==> src/design/bm3_pkg.sv <==
// ----------------------------------------------------------------------------
// bm3_pkg
// Shared types, register codes and constants of the 3x3 binary morphology
// filter.
// ----------------------------------------------------------------------------
package bm3_pkg;

	// default storage bounds
	localparam int MAX_WIDTH_DEF  = 1024;
	localparam int MAX_HEIGHT_DEF = 4096;

	// register reset values
	localparam int WIDTH_RESET  = 640;
	localparam int HEIGHT_RESET = 480;

	// field widths
	localparam int PIX_W    = 8;
	localparam int CFG_W    = 13;
	localparam int CFG_IDX_W = 2;
	localparam int WIDTH_REG_W  = 11;
	localparam int HEIGHT_REG_W = 13;

	// pixel values that spread
	localparam logic [PIX_W-1:0] PIX_FULL  = 8'd255;
	localparam logic [PIX_W-1:0] PIX_EMPTY = 8'd0;

	// item kinds
	localparam logic OP_PIXEL = 1'b0;
	localparam logic OP_DRAIN = 1'b1;

	// configuration register indexes
	typedef enum logic [CFG_IDX_W-1:0] {
		REG_IMAGE_WIDTH  = 2'd0,
		REG_IMAGE_HEIGHT = 2'd1,
		REG_ERODE_MODE   = 2'd2
	} reg_index_t;

	// input beat
	typedef struct packed {
		logic             op;
		logic [PIX_W-1:0] pixel_in;
	} item_t;

	// output beat
	typedef struct packed {
		logic [PIX_W-1:0] pixel_out;
		logic             frame_end;
	} result_t;

	// window position flags for one item
	typedef struct packed {
		logic due;
		logic top;
		logic bottom;
		logic left;
		logic right;
		logic last;
	} pos_flags_t;

	// clamp a frame dimension to [2, hi]
	function automatic logic [31:0] clamp_dim(input logic [31:0] v, input logic [31:0] hi);
		logic [31:0] r;
		r = v;
		if (v < 32'd2) begin
			r = 32'd2;
		end else if (v > hi) begin
			r = hi;
		end
		return r;
	endfunction

endpackage

==> src/design/bm3_window.sv <==
// ----------------------------------------------------------------------------
// bm3_window
// 3x3 window columns and the border-masked match that forms the output pixel,
// with the result register.
// ----------------------------------------------------------------------------
module bm3_window (
	input  logic                       clk,
	input  logic                       arst_n,
	input  logic                       advance,
	input  logic                       erode,
	input  bm3_pkg::pos_flags_t        flags_s1,
	input  logic [bm3_pkg::PIX_W-1:0]  older_s1,
	input  logic [bm3_pkg::PIX_W-1:0]  prev_s1,
	input  logic [bm3_pkg::PIX_W-1:0]  data_s1,
	output bm3_pkg::result_t           result_q
);

	logic [bm3_pkg::PIX_W-1:0] mid_q   [3];
	logic [bm3_pkg::PIX_W-1:0] right_q [3];
	logic [bm3_pkg::PIX_W-1:0] col_new [3];
	logic [bm3_pkg::PIX_W-1:0] target;
	logic [2:0]                row_en;
	logic                      hit;

	assign col_new[0] = older_s1;
	assign col_new[1] = prev_s1;
	assign col_new[2] = data_s1;

	// masked compare over the nine window taps
	always_comb begin
		target = erode ? bm3_pkg::PIX_EMPTY : bm3_pkg::PIX_FULL;
		row_en = {flags_s1.bottom, 1'b1, flags_s1.top};
		hit    = 1'b0;
		for (int r = 0; r < 3; r++) begin
			if (row_en[r]) begin
				if (flags_s1.left && mid_q[r] == target) begin
					hit = 1'b1;
				end
				if (right_q[r] == target) begin
					hit = 1'b1;
				end
				if (flags_s1.right && col_new[r] == target) begin
					hit = 1'b1;
				end
			end
		end
	end

	// window shifts by one column per retired beat
	always_ff @(posedge clk or negedge arst_n) begin
		if (!arst_n) begin
			for (int r = 0; r < 3; r++) begin
				mid_q[r]   <= '0;
				right_q[r] <= '0;
			end
		end else if (advance) begin
			for (int r = 0; r < 3; r++) begin
				mid_q[r]   <= right_q[r];
				right_q[r] <= col_new[r];
			end
		end
	end

	// result register
	always_ff @(posedge clk) begin
		if (advance && flags_s1.due) begin
			result_q.pixel_out <= hit ? target : right_q[1];
			result_q.frame_end <= flags_s1.last;
		end
	end

endmodule
==> config.mk <==
export PLATFORM = sky130hd
export DESIGN_NAME = bm3_window
export DESIGN_NICKNAME = d
export VERILOG_FILES = /design/src/design/bm3_pkg.sv /design/src/design/bm3_window.sv
export SDC_FILE = /design/constraint.sdc
export NUM_CORES = 1
export LEC_CHECK = 0
export ABC_AREA = 1
export BUFFER_PORTS_ARGS = -buffer_cell sky130_fd_sc_hd__buf_4
export CAP_MARGIN = 20
export CORE_UTILIZATION = 50
export DETAILED_ROUTE_END_ITERATION = 10
export GPL_TIMING_DRIVEN = 0
export PLACE_DENSITY = 0.83
export SLEW_MARGIN = 20
export SYNTH_ARGS = -nofsm -noshare
export SYNTH_HDL_FRONTEND = slang
export SYNTH_SLANG_ARGS = --single-unit
==> constraint.sdc <==
create_clock -name clk -period 4.4 [get_ports clk]
set_input_delay 0.22 -clock clk [delete_from_list [all_inputs] [get_ports clk]]
set_output_delay 0.22 -clock clk [all_outputs]
set_load 0.05 [all_outputs]
Yosys cells after proc, flatten, opt, wreduce, memory -nomap -nowiden:

Index checks and enable logic that the tools add are counted.

* output and inout bits: 9
* register bits after elaboration: 57

* reductions and logical operators: 7
* equality and inequality tests: 9
* mux-type cells: 13

Operator list (count)
* $eq 8x8->1: 9
* $mux 8: 2
* $mux 1: 11
* $logic_and 1x1->1: 7

Longest topological paths before layout:

* depth after elaboration: 15
* gate-level depth with buffers: 11
* depth with buffers taken out: 11

Worst setup path after synthesis:

No wires, ideal clock.

* path kind: in2reg
* start: in advance
* end: reg result_q[0] in the netlist's numbering, enable pin
* stages: 5
* slack: 2.912 ns
* data required time: 4.071 ns
* buffers on the path: 3
* arrival time: 1.159 ns
* setup time: 0.329 ns
* path through: clkbuf_1 -> clkbuf_1 -> buf_2 -> nand2_1 -> inv_1

* cells in the longest elaborated chain, start to end: 1

RTL lines
* from (decl): RTL line bm3_window.sv:9 `input logic advance,`
* $logic_and 1x1->1: RTL line bm3_window.sv:66 `if (advance && flags_s1.due) begin`
* to (decl): RTL line bm3_window.sv:15 `output bm3_pkg::result_t result_q`

No other way between the ends.
A chain may end at the register's enable or synchronous reset.

Final worst setup path:

* start: reg right_q[15] in the netlist's numbering
* end: reg result_q[3] in the netlist's numbering, data pin

* cells in the longest elaborated chain, start to end: 8

RTL lines
* from (decl): RTL line bm3_window.sv:19 `logic [bm3_pkg::PIX_W-1:0] right_q [3];`
* from (signal, indexed assignment): RTL line bm3_window.sv:59 `right_q[r] <= col_new[r];`
* $eq 8x8->1 (*): RTL line bm3_window.sv:39 `if (right_q[r] == target) begin`
* $mux 1 (*): RTL line bm3_window.sv:39
* $mux 1 (*): RTL line bm3_window.sv:42 `if (flags_s1.right && col_new[r] == target) begin`
* $mux 1: RTL line bm3_window.sv:36 `if (flags_s1.left && mid_q[r] == target) begin`
* $mux 1: RTL line bm3_window.sv:39
* $mux 1: RTL line bm3_window.sv:42
* $mux 1 (*): RTL line bm3_window.sv:35 `if (row_en[r]) begin`
* $mux 8 (*): RTL line bm3_window.sv:67 `result_q.pixel_out <= hit ? target : right_q[1];`

Every way passes the cells marked *; elsewhere a longest branch is shown, timed or not.

==> key figures <==
Yosys
  – Cells after Synth: 351
  – Mean Syn Cell Area: 7.94 um^2
  – Post-Syn Area: 2790 um^2
  – Ys Warns: 0
  – Seq cells post-synth: 57
  – Syn Nets: around 390
  – Sequential cell area fraction in the yosys report: 52.8%
  – Cell variety after synth: 23

Global routing
  – GRT overflow: 0
  – Largest net degree at the start of global routing: between 40 and 50
  – Met2 usage: 42.6%
  – M3 GR Usage: 5.71%
  – Met1 Use GR: 28.9%
  – Gr busiest metal: met2
  – Initial antenna violation count: 0
  – Global-route wire length before repair: 11.2 mm
  – Vias in the first global route: 2535
  – Total GRT Usage: around a quarter

Clock tree
  – CTS sink count: 57
  – Post-CTS Resized: 0
  – Clk slew on worst S/H paths: 0.06 ns
  – Clk Latency, worst-skew pair: 0.34 ns
  – Setup Buffers After CTS: 0
  – Longest Clk Path Bufs: 2
  – Root Driver: clkbuf_8
  – Depth of the CTS H-tree: 3
  – CTS Buf Count: 9
  – CTS tree: built

Route
  – Starting DRT DRC Count: between 150 and 200
  – DRC viols: 0
  – DRT Pass-1 Iters: 5
  – WL per Instance: 13.7 um
  – Final WL: 6.57 mm
  – Vias: 2575
  – ANT nets after route: 0
  – Vias/cell: 5.38

Timing
  – Clock Skews: 0.00760 ns
  – Slew @ Worst Pin: just over 0.6 ns
  – Final Hold Vio Count: 0
  – RSZ-0062 raised after global routing: no
  – Max Slew Vio Count: 0
  – Rel. slew slack: just under 60%
  – Tmin final: ~1.6 ns
  – F_max: 0.635 GHz
  – Total negative slack: 0 ns
  – Final setup vio count: 0
  – Worst setup margin: ~2.8 ns
  – Part of the cycle the worst path needs: 35.8%

Worst hold path
  – Hold Crit Class: input port to flop

Floorplanning
  – Die width: 76.7 um
  – Die area: approximately 5900 um^2
  – Starting density of the core: a little over half
  – Core ar.: 5240 um^2
  – Die height: about 77 um
  – I/O Pins: 43
  – FP Rows: 26

Power
  – Worst vdd rail ir drop: around 0.22 mV
  – Leakage: 1.69 nW
  – Pwr dens: 377 nW/um^2

Finish
  – Fill count: 434
  – Area grow syn2layout: 21.5%
  – Antenna diodes: 0
  – Commonest non-fill, non-tap cell in the layout: nand2_1
  – Multi-input combinational cell area: around 1100 um^2
  – Most frequent cells in the layout: nand2_1, nor2_1, dfrtp_1
  – Final Net Count: 438
  – Share of cells above drive strength 1: 17.6%
  – Register area: 1470 um^2

Worst setup path
  – WP data arrival: approximately 1.7 ns
  – Req. time, crit path: 4.49 ns
  – Worst Path Max Fanout: 9
  – Startpoint types: flop
  – Crit. End Element: flop
  – Setup CP Type: flop to flop

Placement
  – Number of I/O port buffers: 41
  – Hpwl dp: 4.76 mm
  – Setup WS pre-CTS: ~2.6 ns
  – RePlAce Congestion: 0.885

Run
  – MaxCap Viol Count: 0

Run status
  – Outcome: finished clean
critical path, stage by stage, from the launching register on:
cell	delay (ns)
dfrtp_1	0.41
inv_1	0.08
nand3_1	0.09
nor3_1	0.05
nor2_1	0.08
nand2_1	0.09
nor2_4	0.24
nand3_4	0.11
nand2_4	0.11
nand2_1	0.07
power breakdown:
group / internal, mW / switching [mW] / total [mW]
Clock: 0.264 / 0.204 / 0.468
Combinational: 0.0684 / 0.118 / 0.186
Sequential: 0.588 / 0.0337 / 0.622
metal layers:
metal	part of all wire [%]	routed length, um	vias up
li1	-	-	1232
met1	41	2710	1238
met2	50	3280	88
met3	5.7	372	17
met4	3.2	209	0
met5	0	0	-
flip-flops by register name, summed over array words and instances (netlist names):
register  flops
mid_q        24
right_q      24
result_q      9
stage by stage:
stage / total power, mW / hold slack [ns] / std cells / area [um^2] / util, %
floorplan: 0.735 / -0.0756 / 351 / 2790 / -
global placement: 0.807 / 0.258 / 462 / 3180 / 60.8
detailed placement: 0.815 / 0.260 / 462 / 3180 / 60.8
CTS: 1.28 / 0.0507 / 479 / 3390 / 64.6
global route: 1.33 / 0.0554 / 479 / 3390 / 64.6
finish: 1.28 / 0.0582 / 479 / 3390 / 64.6
synthesized netlist by cell type:
library cell / n / area, um^2
nand4_1: 13 / 81.3
nand3b_1: 2 / 15.0
nand2_2: 3 / 18.8
nand3_4: 1 / 17.5
clkbuf_1: 8 / 30.0
nor3_1: 10 / 50.1
dfrtp_1: 48 / 1200
nor2_2: 1 / 6.26
nor2_1: 59 / 221
nand2_1: 85 / 319
buf_6: 1 / 11.3
edfxtp_1: 9 / 270
inv_1: 38 / 143
nor2_4: 1 / 11.3
a21boi_1: 1 / 7.51
a21oi_1: 18 / 90.1
nand2_4: 3 / 33.8
nand3_1: 13 / 65.1
and3_1: 1 / 6.26
buf_2: 3 / 15.0
o21ai_0: 30 / 150
inv_2: 1 / 3.75
nand3_2: 2 / 20.0
path summary, 6_finish.rpt:
kind	start	endpoint	slack [ns]	depth (start not counted)
max	right_q[15]$_DFFE_PN0P_	result_q[3]$_DFFE_PP_	2.83	9
max reg2reg	right_q[15]$_DFFE_PN0P_	result_q[3]$_DFFE_PP_	2.83	9
min	flags_s1[0]	result_q[0]$_DFFE_PP_	0.06	1
max in group asynchronous	arst_n	right_q[21]$_DFFE_PN0P_	3.55	2
min in group asynchronous	arst_n	right_q[4]$_DFFE_PN0P_	0.43	2
min reg2reg	right_q[16]$_DFFE_PN0P_	mid_q[16]$_DFFE_PN0P_	0.53	2
what timing repair did:
action,4_1_cts,5_1_grt
endpoints found under the setup margin,0,0
endpoints found under the hold margin,48,0
hold buffers,1,0
final cells by class:
cell class                 instances  share of cell area, %
buffer                            12                   1.66
clock buffer                      14                   5.40
clock inverter                     2                  0.296
inverter                          39                   4.32
multi-input combinational        243                   32.9
sequential                        57                   43.5
tap                               70                   2.59
timing repair buffer              42                   9.39
kinds of logic (layout without fill, tap and decap cells):
logic type             Yosys count  in the layout  share of synthesized area (%)
and+or+nand+nor                194            194                           31.1
AOI/OAI and AO/OA               49             49                           8.89
buffers and inverters           51            109                           7.27
DFF                             57             57                           52.8
(Power assumes the default switching activity.)
