## config.mk

```make
export PLATFORM = sky130hd
export DESIGN_NAME = bm3_ctrl
export DESIGN_NICKNAME = d
export VERILOG_FILES = /design/src/design/bm3_pkg.sv /design/src/design/bm3_ctrl.sv
export SDC_FILE = /design/constraint.sdc
export NUM_CORES = 1
export LEC_CHECK = 0
export ABC_AREA = 1
export BUFFER_PORTS_ARGS = -buffer_cell sky130_fd_sc_hd__buf_2
export CORE_MARGIN = 3
export CORE_UTILIZATION = 55
export DETAILED_ROUTE_END_ITERATION = 7
export PLACE_DENSITY = 0.74
export SLEW_MARGIN = 10
export SYNTH_ARGS = -nofsm -noshare
export SYNTH_HDL_FRONTEND = slang
export SYNTH_SLANG_ARGS = --single-unit
```

## constraint.sdc

```tcl
create_clock -name clk -period 4.5 [get_ports clk]
set_clock_uncertainty 0.05 [all_clocks]
set_input_delay 0.9 -clock clk [delete_from_list [all_inputs] [get_ports clk]]
set_output_delay 0.9 -clock clk [all_outputs]
set_load 0.1 [all_outputs]
```

## src/design/bm3_pkg.sv

```systemverilog
// ----------------------------------------------------------------------------
// bm3_pkg
// Shared types, register codes and constants of the 3x3 binary morphology
// filter.
// ----------------------------------------------------------------------------
package bm3_pkg;

	// default storage bounds
	localparam int MAX_WIDTH_DEF  = 1024;
	localparam int MAX_HEIGHT_DEF = 4096;

	// register reset values
	localparam int WIDTH_RESET  = 640;
	localparam int HEIGHT_RESET = 480;

	// field widths
	localparam int PIX_W    = 8;
	localparam int CFG_W    = 13;
	localparam int CFG_IDX_W = 2;
	localparam int WIDTH_REG_W  = 11;
	localparam int HEIGHT_REG_W = 13;

	// pixel values that spread
	localparam logic [PIX_W-1:0] PIX_FULL  = 8'd255;
	localparam logic [PIX_W-1:0] PIX_EMPTY = 8'd0;

	// item kinds
	localparam logic OP_PIXEL = 1'b0;
	localparam logic OP_DRAIN = 1'b1;

	// configuration register indexes
	typedef enum logic [CFG_IDX_W-1:0] {
		REG_IMAGE_WIDTH  = 2'd0,
		REG_IMAGE_HEIGHT = 2'd1,
		REG_ERODE_MODE   = 2'd2
	} reg_index_t;

	// input beat
	typedef struct packed {
		logic             op;
		logic [PIX_W-1:0] pixel_in;
	} item_t;

	// output beat
	typedef struct packed {
		logic [PIX_W-1:0] pixel_out;
		logic             frame_end;
	} result_t;

	// window position flags for one item
	typedef struct packed {
		logic due;
		logic top;
		logic bottom;
		logic left;
		logic right;
		logic last;
	} pos_flags_t;

	// clamp a frame dimension to [2, hi]
	function automatic logic [31:0] clamp_dim(input logic [31:0] v, input logic [31:0] hi);
		logic [31:0] r;
		r = v;
		if (v < 32'd2) begin
			r = 32'd2;
		end else if (v > hi) begin
			r = hi;
		end
		return r;
	endfunction

endpackage

```

## src/design/bm3_ctrl.sv

```systemverilog
// ----------------------------------------------------------------------------
// bm3_ctrl
// Configuration registers and the input/output position counters; produces
// the line buffer column and the position flags of each accepted item.
// ----------------------------------------------------------------------------
module bm3_ctrl #(
	parameter int MAX_WIDTH  = bm3_pkg::MAX_WIDTH_DEF,
	parameter int MAX_HEIGHT = bm3_pkg::MAX_HEIGHT_DEF
) (
	input  logic                             clk,
	input  logic                             arst_n,
	input  logic                             cfg_valid,
	input  logic [bm3_pkg::CFG_IDX_W-1:0]    cfg_index,
	input  logic [bm3_pkg::CFG_W-1:0]        cfg_data,
	input  logic                             accept,
	output logic [$clog2(MAX_WIDTH)-1:0]     addr,
	output bm3_pkg::pos_flags_t              flags_s1,
	output logic                             erode
);

	localparam int CW = $clog2(MAX_WIDTH);
	localparam int WW = $clog2(MAX_WIDTH + 1);
	localparam int RW = $clog2(MAX_HEIGHT);
	localparam int HW = $clog2(MAX_HEIGHT + 1);
	localparam int XW = WW + 1;
	localparam int YW = HW + 1;

	logic [WW-1:0] width_q;
	logic [HW-1:0] height_q;
	logic          erode_q;

	logic [CW-1:0] in_col_q;
	logic [1:0]    in_row_q;
	logic [CW-1:0] out_col_q;
	logic [RW-1:0] out_row_q;

	logic [XW-1:0] in_col_inc;
	logic [XW-1:0] out_col_inc;
	logic [YW-1:0] out_row_inc;
	logic          in_wrap;
	bm3_pkg::pos_flags_t flags;

	// configuration writes, stored already clamped
	always_ff @(posedge clk or negedge arst_n) begin
		if (!arst_n) begin
			width_q  <= WW'(bm3_pkg::clamp_dim(32'(bm3_pkg::WIDTH_RESET), 32'(MAX_WIDTH)));
			height_q <= HW'(bm3_pkg::clamp_dim(32'(bm3_pkg::HEIGHT_RESET), 32'(MAX_HEIGHT)));
			erode_q  <= 1'b0;
		end else if (cfg_valid) begin
			unique case (cfg_index)
				bm3_pkg::REG_IMAGE_WIDTH: begin
					width_q <= WW'(bm3_pkg::clamp_dim(
						32'(cfg_data[bm3_pkg::WIDTH_REG_W-1:0]), 32'(MAX_WIDTH)));
				end
				bm3_pkg::REG_IMAGE_HEIGHT: begin
					height_q <= HW'(bm3_pkg::clamp_dim(
						32'(cfg_data[bm3_pkg::HEIGHT_REG_W-1:0]), 32'(MAX_HEIGHT)));
				end
				bm3_pkg::REG_ERODE_MODE: begin
					erode_q <= cfg_data[0];
				end
				default: begin
				end
			endcase
		end
	end

	// position compares
	always_comb begin
		in_col_inc  = XW'(in_col_q) + XW'(1);
		out_col_inc = XW'(out_col_q) + XW'(1);
		out_row_inc = YW'(out_row_q) + YW'(1);
		in_wrap     = in_col_inc >= XW'(width_q);

		flags.due    = (in_row_q == 2'd2) || (in_row_q == 2'd1 && in_col_q != '0);
		flags.top    = out_row_q != '0;
		flags.bottom = out_row_inc < YW'(height_q);
		flags.left   = out_col_q != '0;
		flags.right  = out_col_inc < XW'(width_q);
		flags.last   = !flags.bottom && !flags.right;
	end

	// counters advance only on accepted beats; only the row fill state of
	// the input side matters, so its row count saturates at two
	always_ff @(posedge clk or negedge arst_n) begin
		if (!arst_n) begin
			in_col_q  <= '0;
			in_row_q  <= '0;
			out_col_q <= '0;
			out_row_q <= '0;
		end else if (accept) begin
			if (flags.due && flags.last) begin
				in_col_q  <= '0;
				in_row_q  <= '0;
				out_col_q <= '0;
				out_row_q <= '0;
			end else begin
				if (in_wrap) begin
					in_col_q <= '0;
					if (in_row_q != 2'd2) begin
						in_row_q <= in_row_q + 2'd1;
					end
				end else begin
					in_col_q <= CW'(in_col_inc);
				end
				if (flags.due) begin
					if (!flags.right) begin
						out_col_q <= '0;
						out_row_q <= RW'(out_row_inc);
					end else begin
						out_col_q <= CW'(out_col_inc);
					end
				end
			end
		end
	end

	// flags follow the beat into stage one
	always_ff @(posedge clk) begin
		if (accept) begin
			flags_s1 <= flags;
		end
	end

	assign addr  = in_col_q;
	assign erode = erode_q;

endmodule

```

* After elaboration in Yosys (flattened, before gate mapping)
Cells that the tools add are included.
Widths: inputs -> output; s select.
** Operators by class
- Add/subtract/negate cells :: 4
- Shift operators :: 0
- Divide/modulo/power cells :: 0
- Reduce and logical (&&, ||, !) cells :: 19
- Multiplexer cells :: 15
- Bitwise gates (word level) :: 0
- Equal/unequal tests :: 6
- Order comparisons :: 7
- $mul :: 0
** Operator list (number)
- $mux 10 :: 5
- $mux 12 :: 3
- $mux 13 :: 2
- $add 10x1->11 const B :: 2
- $mux 11 :: 2
- $reduce_bool 10->1 :: 2
- $add 12x1->13 const B :: 1
- $gt 13x13->1 const B :: 1
- $lt 13x13->1 :: 1
- $lt 13x2->1 const B :: 1
- $reduce_bool 12->1 :: 1
- $ge 11x11->1 :: 1
- $gt 11x11->1 const B :: 1
- $lt 11x11->1 :: 1
- $lt 11x2->1 const B :: 1
- $reduce_and 2->1 :: 4
- $mux 2 :: 3
- $reduce_and 3->1 :: 2
- $reduce_bool 2->1 :: 3
- $eq 2x1->1 const B :: 2
- $eq 2x2->1 const B :: 2
- $logic_and 1x1->1 :: 3
- $add 2x1->2 const B :: 1
- $logic_not 1->1 :: 2
- 4 further kinds :: 4
** Storage, ports and cells
- Word-level logic and storage cells :: 64
- ROM bits :: 0
- Output and inout bits :: 17
- Memory bits (writable) :: 0
- Register bits after elaboration :: 65
- Memories :: 0
- Bits in latches :: 0

* Longest topological paths before layout
- Word-level depth :: 7
- Gate-level depth with buffers :: 20

* Least setup slack after synthesis
OpenSTA, ideal clock, no wires.
- Kind :: register to register
- Start point :: register in_col_q[1] (netlist: addr[1])
- End point :: register in_row_q[0]
- Period minus slack after synthesis :: 3204 ps
- Library setup time :: 117 ps
- Buffers on the path :: 0
- Path slack :: 1296 ps
- Data arrival time :: 3036 ps
- Stages on the path, launching flop included :: 17
- Path through :: dfrtp_1 > ha_1 > nand3_1 > nor2_1 > nand2_1 > inv_1 > nand4_1 > nand2_1 > inv_1 > ha_1 > a21oi_1 > o21a_1 > nand2_1 > nor2_1 > o21ai_2 > nand3_1 > nand2_1
** On the way
- Cells in the longest elaborated chain, start to end :: 6
- Elaborated cells between the ends (all ways) :: 10
** Ends and longest elaborated chain
- start, declared :: RTL line bm3_ctrl.sv:32 : logic [CW-1:0] in_col_q;
- start signal, assigned :: RTL line bm3_ctrl.sv:104 : in_col_q <= CW'(in_col_inc);
- branches (longest 6 deep; another with $add 10x1->11)
- end signal, assigned :: RTL line bm3_ctrl.sv:101 : in_row_q <= in_row_q + 2'd1;
- end, declared :: RTL line bm3_ctrl.sv:33 : logic [1:0] in_row_q;
Parallel ways; which one is timed is not known.
A chain may end at the register's enable or synchronous reset.

* Worst setup path in the final report
- Start point :: register out_col_q[0]
- End point :: register in_row_q[0]
** On the way
- Cells in the longest elaborated chain, start to end :: 7
- Elaborated cells between the ends (all ways) :: 9
** Ends and longest elaborated chain
- start, declared :: RTL line bm3_ctrl.sv:34 : logic [CW-1:0] out_col_q;
- start signal, assigned :: RTL line bm3_ctrl.sv:111 : out_col_q <= CW'(out_col_inc);
- $add 10x1->11 * :: RTL line bm3_ctrl.sv:71 : out_col_inc = XW'(out_col_q) + XW'(1);
- $lt 11x11->1 * :: RTL line bm3_ctrl.sv:79 : flags.right = out_col_inc < XW'(width_q);
- $logic_not 1->1 *
- $logic_and 1x1->1 * :: RTL line bm3_ctrl.sv:80 : flags.last = !flags.bottom && !flags.right;
- $logic_and 1x1->1 * :: RTL line bm3_ctrl.sv:92 : if (flags.due && flags.last) begin
- $reduce_bool 2->1 (no line)
- $reduce_and 3->1 (no line)
Every way passes the cells marked *; elsewhere a longest branch is shown, timed or not.

==> flow_metrics.tcl <==
set metrics [dict create \
    place_area_sq_um 4570 \
    post_cts_buffers 0 \
    io_buffers 35 \
    cts_buffer_depth 2 \
    fill_cells 690 \
    synthesis.nets 591 \
    fin_area_sq_um 4760 \
    setup_viol 0 \
    vias 3516 \
    ctsHoldBuffers 0 \
    ys.flop_type "dfrtp_1" \
    numCtsBuffers 9 \
    r2r_start "out_col_q[0]$_DFFE_PN0P_" \
    crit_chain "ha_1, nand2_1, nor2_1, nand3_1, nor2_1, inv_1, o21ai_0, inv_1, ha_1, nand2_1, nor2_1, nand3_1, nand3_2, nand3_4, o21ai_2, nand2_1, nand2_1, nand2_1" \
    leakage_nw 2.51 \
    cts_tree "done" \
    cts.sinks 65 \
    cts-root-buf "clkbuf_8" \
    synth_top_area_share 0.307 \
    post_cts_resized 0 \
    slew_viol_final 0 \
    relSlewSlack 0.493 \
    cts.clk_slew.worst_paths_ns 0.07 \
    grt_max_degree 60 \
    hold-path-cell-count 2 \
    final_util 0.639 \
    yosys_warnings 0 \
    drive_above_1_share 0.168 \
    drc 0 \
    async_flop_share 0.908 \
    arrival_ns 3.15 \
    final_antenna_net_count 0 \
    wl_met3_microns 379 \
    crit_buf_inv 2 \
    r2r-end "in_row_q[0]$_DFFE_PN0P_" \
    critical-path-slowest-cell "dfrtp_1" \
    routed-wl-met2_microns 4310 \
    drt-initial-drc-count 172 \
    antenna_found_initial 0 \
    wl_met1_microns 4470 \
    grt_use_total 0.231 \
    layout.area.seq_sq_um 1660 \
    rows 31 \
    fin_tns_setup_ns 0 \
    worst_pin_slew_ns 0.760 \
    cp_common_cell "nand2_1" \
    p_per_area_nw_per_um2 586 \
    drt-wirelength-per-cell_microns 13.7 \
    clk_latency_ns 0.33 \
    start_kind "flop" \
    timing.fmax_ghz 0.336 \
    ir_worst_vdd_mv 0.226 \
    crit_required_ns 4.67 \
    grt_pass1_wl_microns 16100 \
    r2r_slack_ns 1.52 \
    area_delta_synth_final_pct 10.2 \
    avgSynthCellArea_sq_um 8.13 \
    first_pass_iters 4 \
    netlist_instances 531 \
    maxCapViolCount 0 \
    hpwl_microns 7220 \
    nets 632 \
    min-delay-path-class "flop to flop" \
    die_x_microns 94.6 \
    dieHeight_microns 94.6 \
    critPathCaptureType "flop" \
    worst_slack_ns 1.52 \
    gr-total-overflow 0 \
    yosysMostFrequentCell "nand2_1" \
    yosys-top-cells-count "nand2_1 (121), inv_1 (104), dfrtp_1 (53)" \
    yosysTopAreaCell "dfrtp_1" \
    initial_core_util 0.580 \
    antenna_cells 0 \
    first_global_vias 3471 \
    status "completed" \
    path_delay_family "simple AND/OR/NAND/NOR gates" \
    viasPerCell 5.20 \
    finalCriticalPeriod_ns 2.98 \
    synth_area_leaders "dfrtp_1 (31%), ha_1 (12%), nand2_1 (11%)" \
    io_pins 36 \
    netlist_area_sq_um 4320 \
    coreArea_sq_um 7450 \
    ys_seq_elements 65 \
    globalplace.congestion 0.892 \
    holdPathEnd "erode$_DFFE_PN0P_" \
    multi_input_area_sq_um 2190 \
    slowest_delay_ns 0.43 \
    fin_crit_sh 0.662 \
    synth_edf_count 6 \
    highest_layer "met4" \
    critPathMaxFanout 15 \
    crit_type "flop to flop" \
    rsz0062_at_grt "no" \
    htreeDepth 3 \
    hold_viol 0 \
    dieArea_sq_um 8950 \
    hold_path.startpoint "erode$_DFFE_PN0P_" \
    yosysSeqAreaShare 0.386 \
    yosys.cell_types.count 38 \
    drt_wl_total_microns 9260 \
    dp_slack_ns 1.56 \
    power.total_mw 2.79 \
    reg2reg_depth 18 \
]
sequential cells by signal (all words and copies together) (netlist names):
| register | flops |
|---|---|
| out_row_q | 12 |
| width_q | 11 |
| height_q | 13 |
| out_col_q | 10 |
| in_row_q | 2 |
| erode | 1 |
| addr | 10 |
| flags_s1 | 6 |
worst max-delay path by stage:
stage                                  start                 endpoint  depth (start not counted)
floorplan                addr[1]$_DFFE_PN0P_  in_row_q[0]$_DFFE_PN0P_                         16
global placement    out_col_q[0]$_DFFE_PN0P_  in_row_q[1]$_DFFE_PN0P_                         18
detailed placement  out_col_q[0]$_DFFE_PN0P_  in_row_q[0]$_DFFE_PN0P_                         18
CTS                 out_col_q[0]$_DFFE_PN0P_  in_row_q[0]$_DFFE_PN0P_                         18
global route        out_col_q[0]$_DFFE_PN0P_  in_row_q[1]$_DFFE_PN0P_                         18
finish              out_col_q[0]$_DFFE_PN0P_  in_row_q[0]$_DFFE_PN0P_                         18
final cells by class:
class / count / share of cell area
inverter: 105 / 0.0845
tap: 99 / 0.0260
sequential: 65 / 0.350
clock buffer: 11 / 0.0276
timing repair buffer: 37 / 0.0400
clock inverter: 5 / 0.0118
multi-input combinational: 354 / 0.460
cell usage in the layout, fill, tap and decap left out, types with 9 or more instances in the layout:
master,count
xor2_1,18
ha_1,41
o22ai_1,18
nand2_1,121
dfrtp_1,53
clkbuf_8,9
o21ai_0,17
nand3_1,25
buf_2,35
inv_1,104
o21ai_2,10
a21oi_1,12
nor2_1,29
report_power, final:
group	switching, mW	total, mW	leakage, nW	internal (mW)
Sequential	0.127	0.883	0.790	0.755
Combinational	1.00	1.43	1.63	0.428
Clock	0.220	0.475	0.0933	0.255
Total	1.35	2.79	2.51	1.44
through the flow:
step,hold slack [ns],cells
2_1_floorplan,0.399,531
3_3_place_gp,0.422,660
3_5_place_dp,0.444,660
4_1_cts,0.463,676
5_1_grt,0.474,676
6_report,0.451,676
routing by layer:
metal	global-route usage	vias to the layer above
met5	0	-
met4	0.0841	0
met3	0.0279	11
met2	0.372	84
met1	0.321	1634
li1	-	1787
kinds of logic (layout without fill, tap and decap cells):
logic type | count (synthesis) | after routing | synth area share
simple gates | 219 | 219 | 0.239
buf+inv | 112 | 158 | 0.108
compound gates | 75 | 75 | 0.111
flops | 65 | 65 | 0.386
fa+ha+maj | 41 | 41 | 0.119
xor+xnor | 19 | 19 | 0.0386
worst reg2reg max path: stages (launching register included):
cell and delay (ns):
dfrtp_1 0.43, ha_1 0.22, nand2_1 0.06, nor2_1 0.16, nand3_1 0.11, nor2_1 0.13, inv_1 0.06, o21ai_0 0.22
inv_1 0.07, ha_1 0.29, nand2_1 0.05, nor2_1 0.12, nand3_1 0.11, nand3_2 0.16, nand3_4 0.25, o21ai_2 0.16
nand2_1 0.09, nand2_1 0.09, nand2_1 0.04
Note: power is estimated with default switching activity, not from simulation.
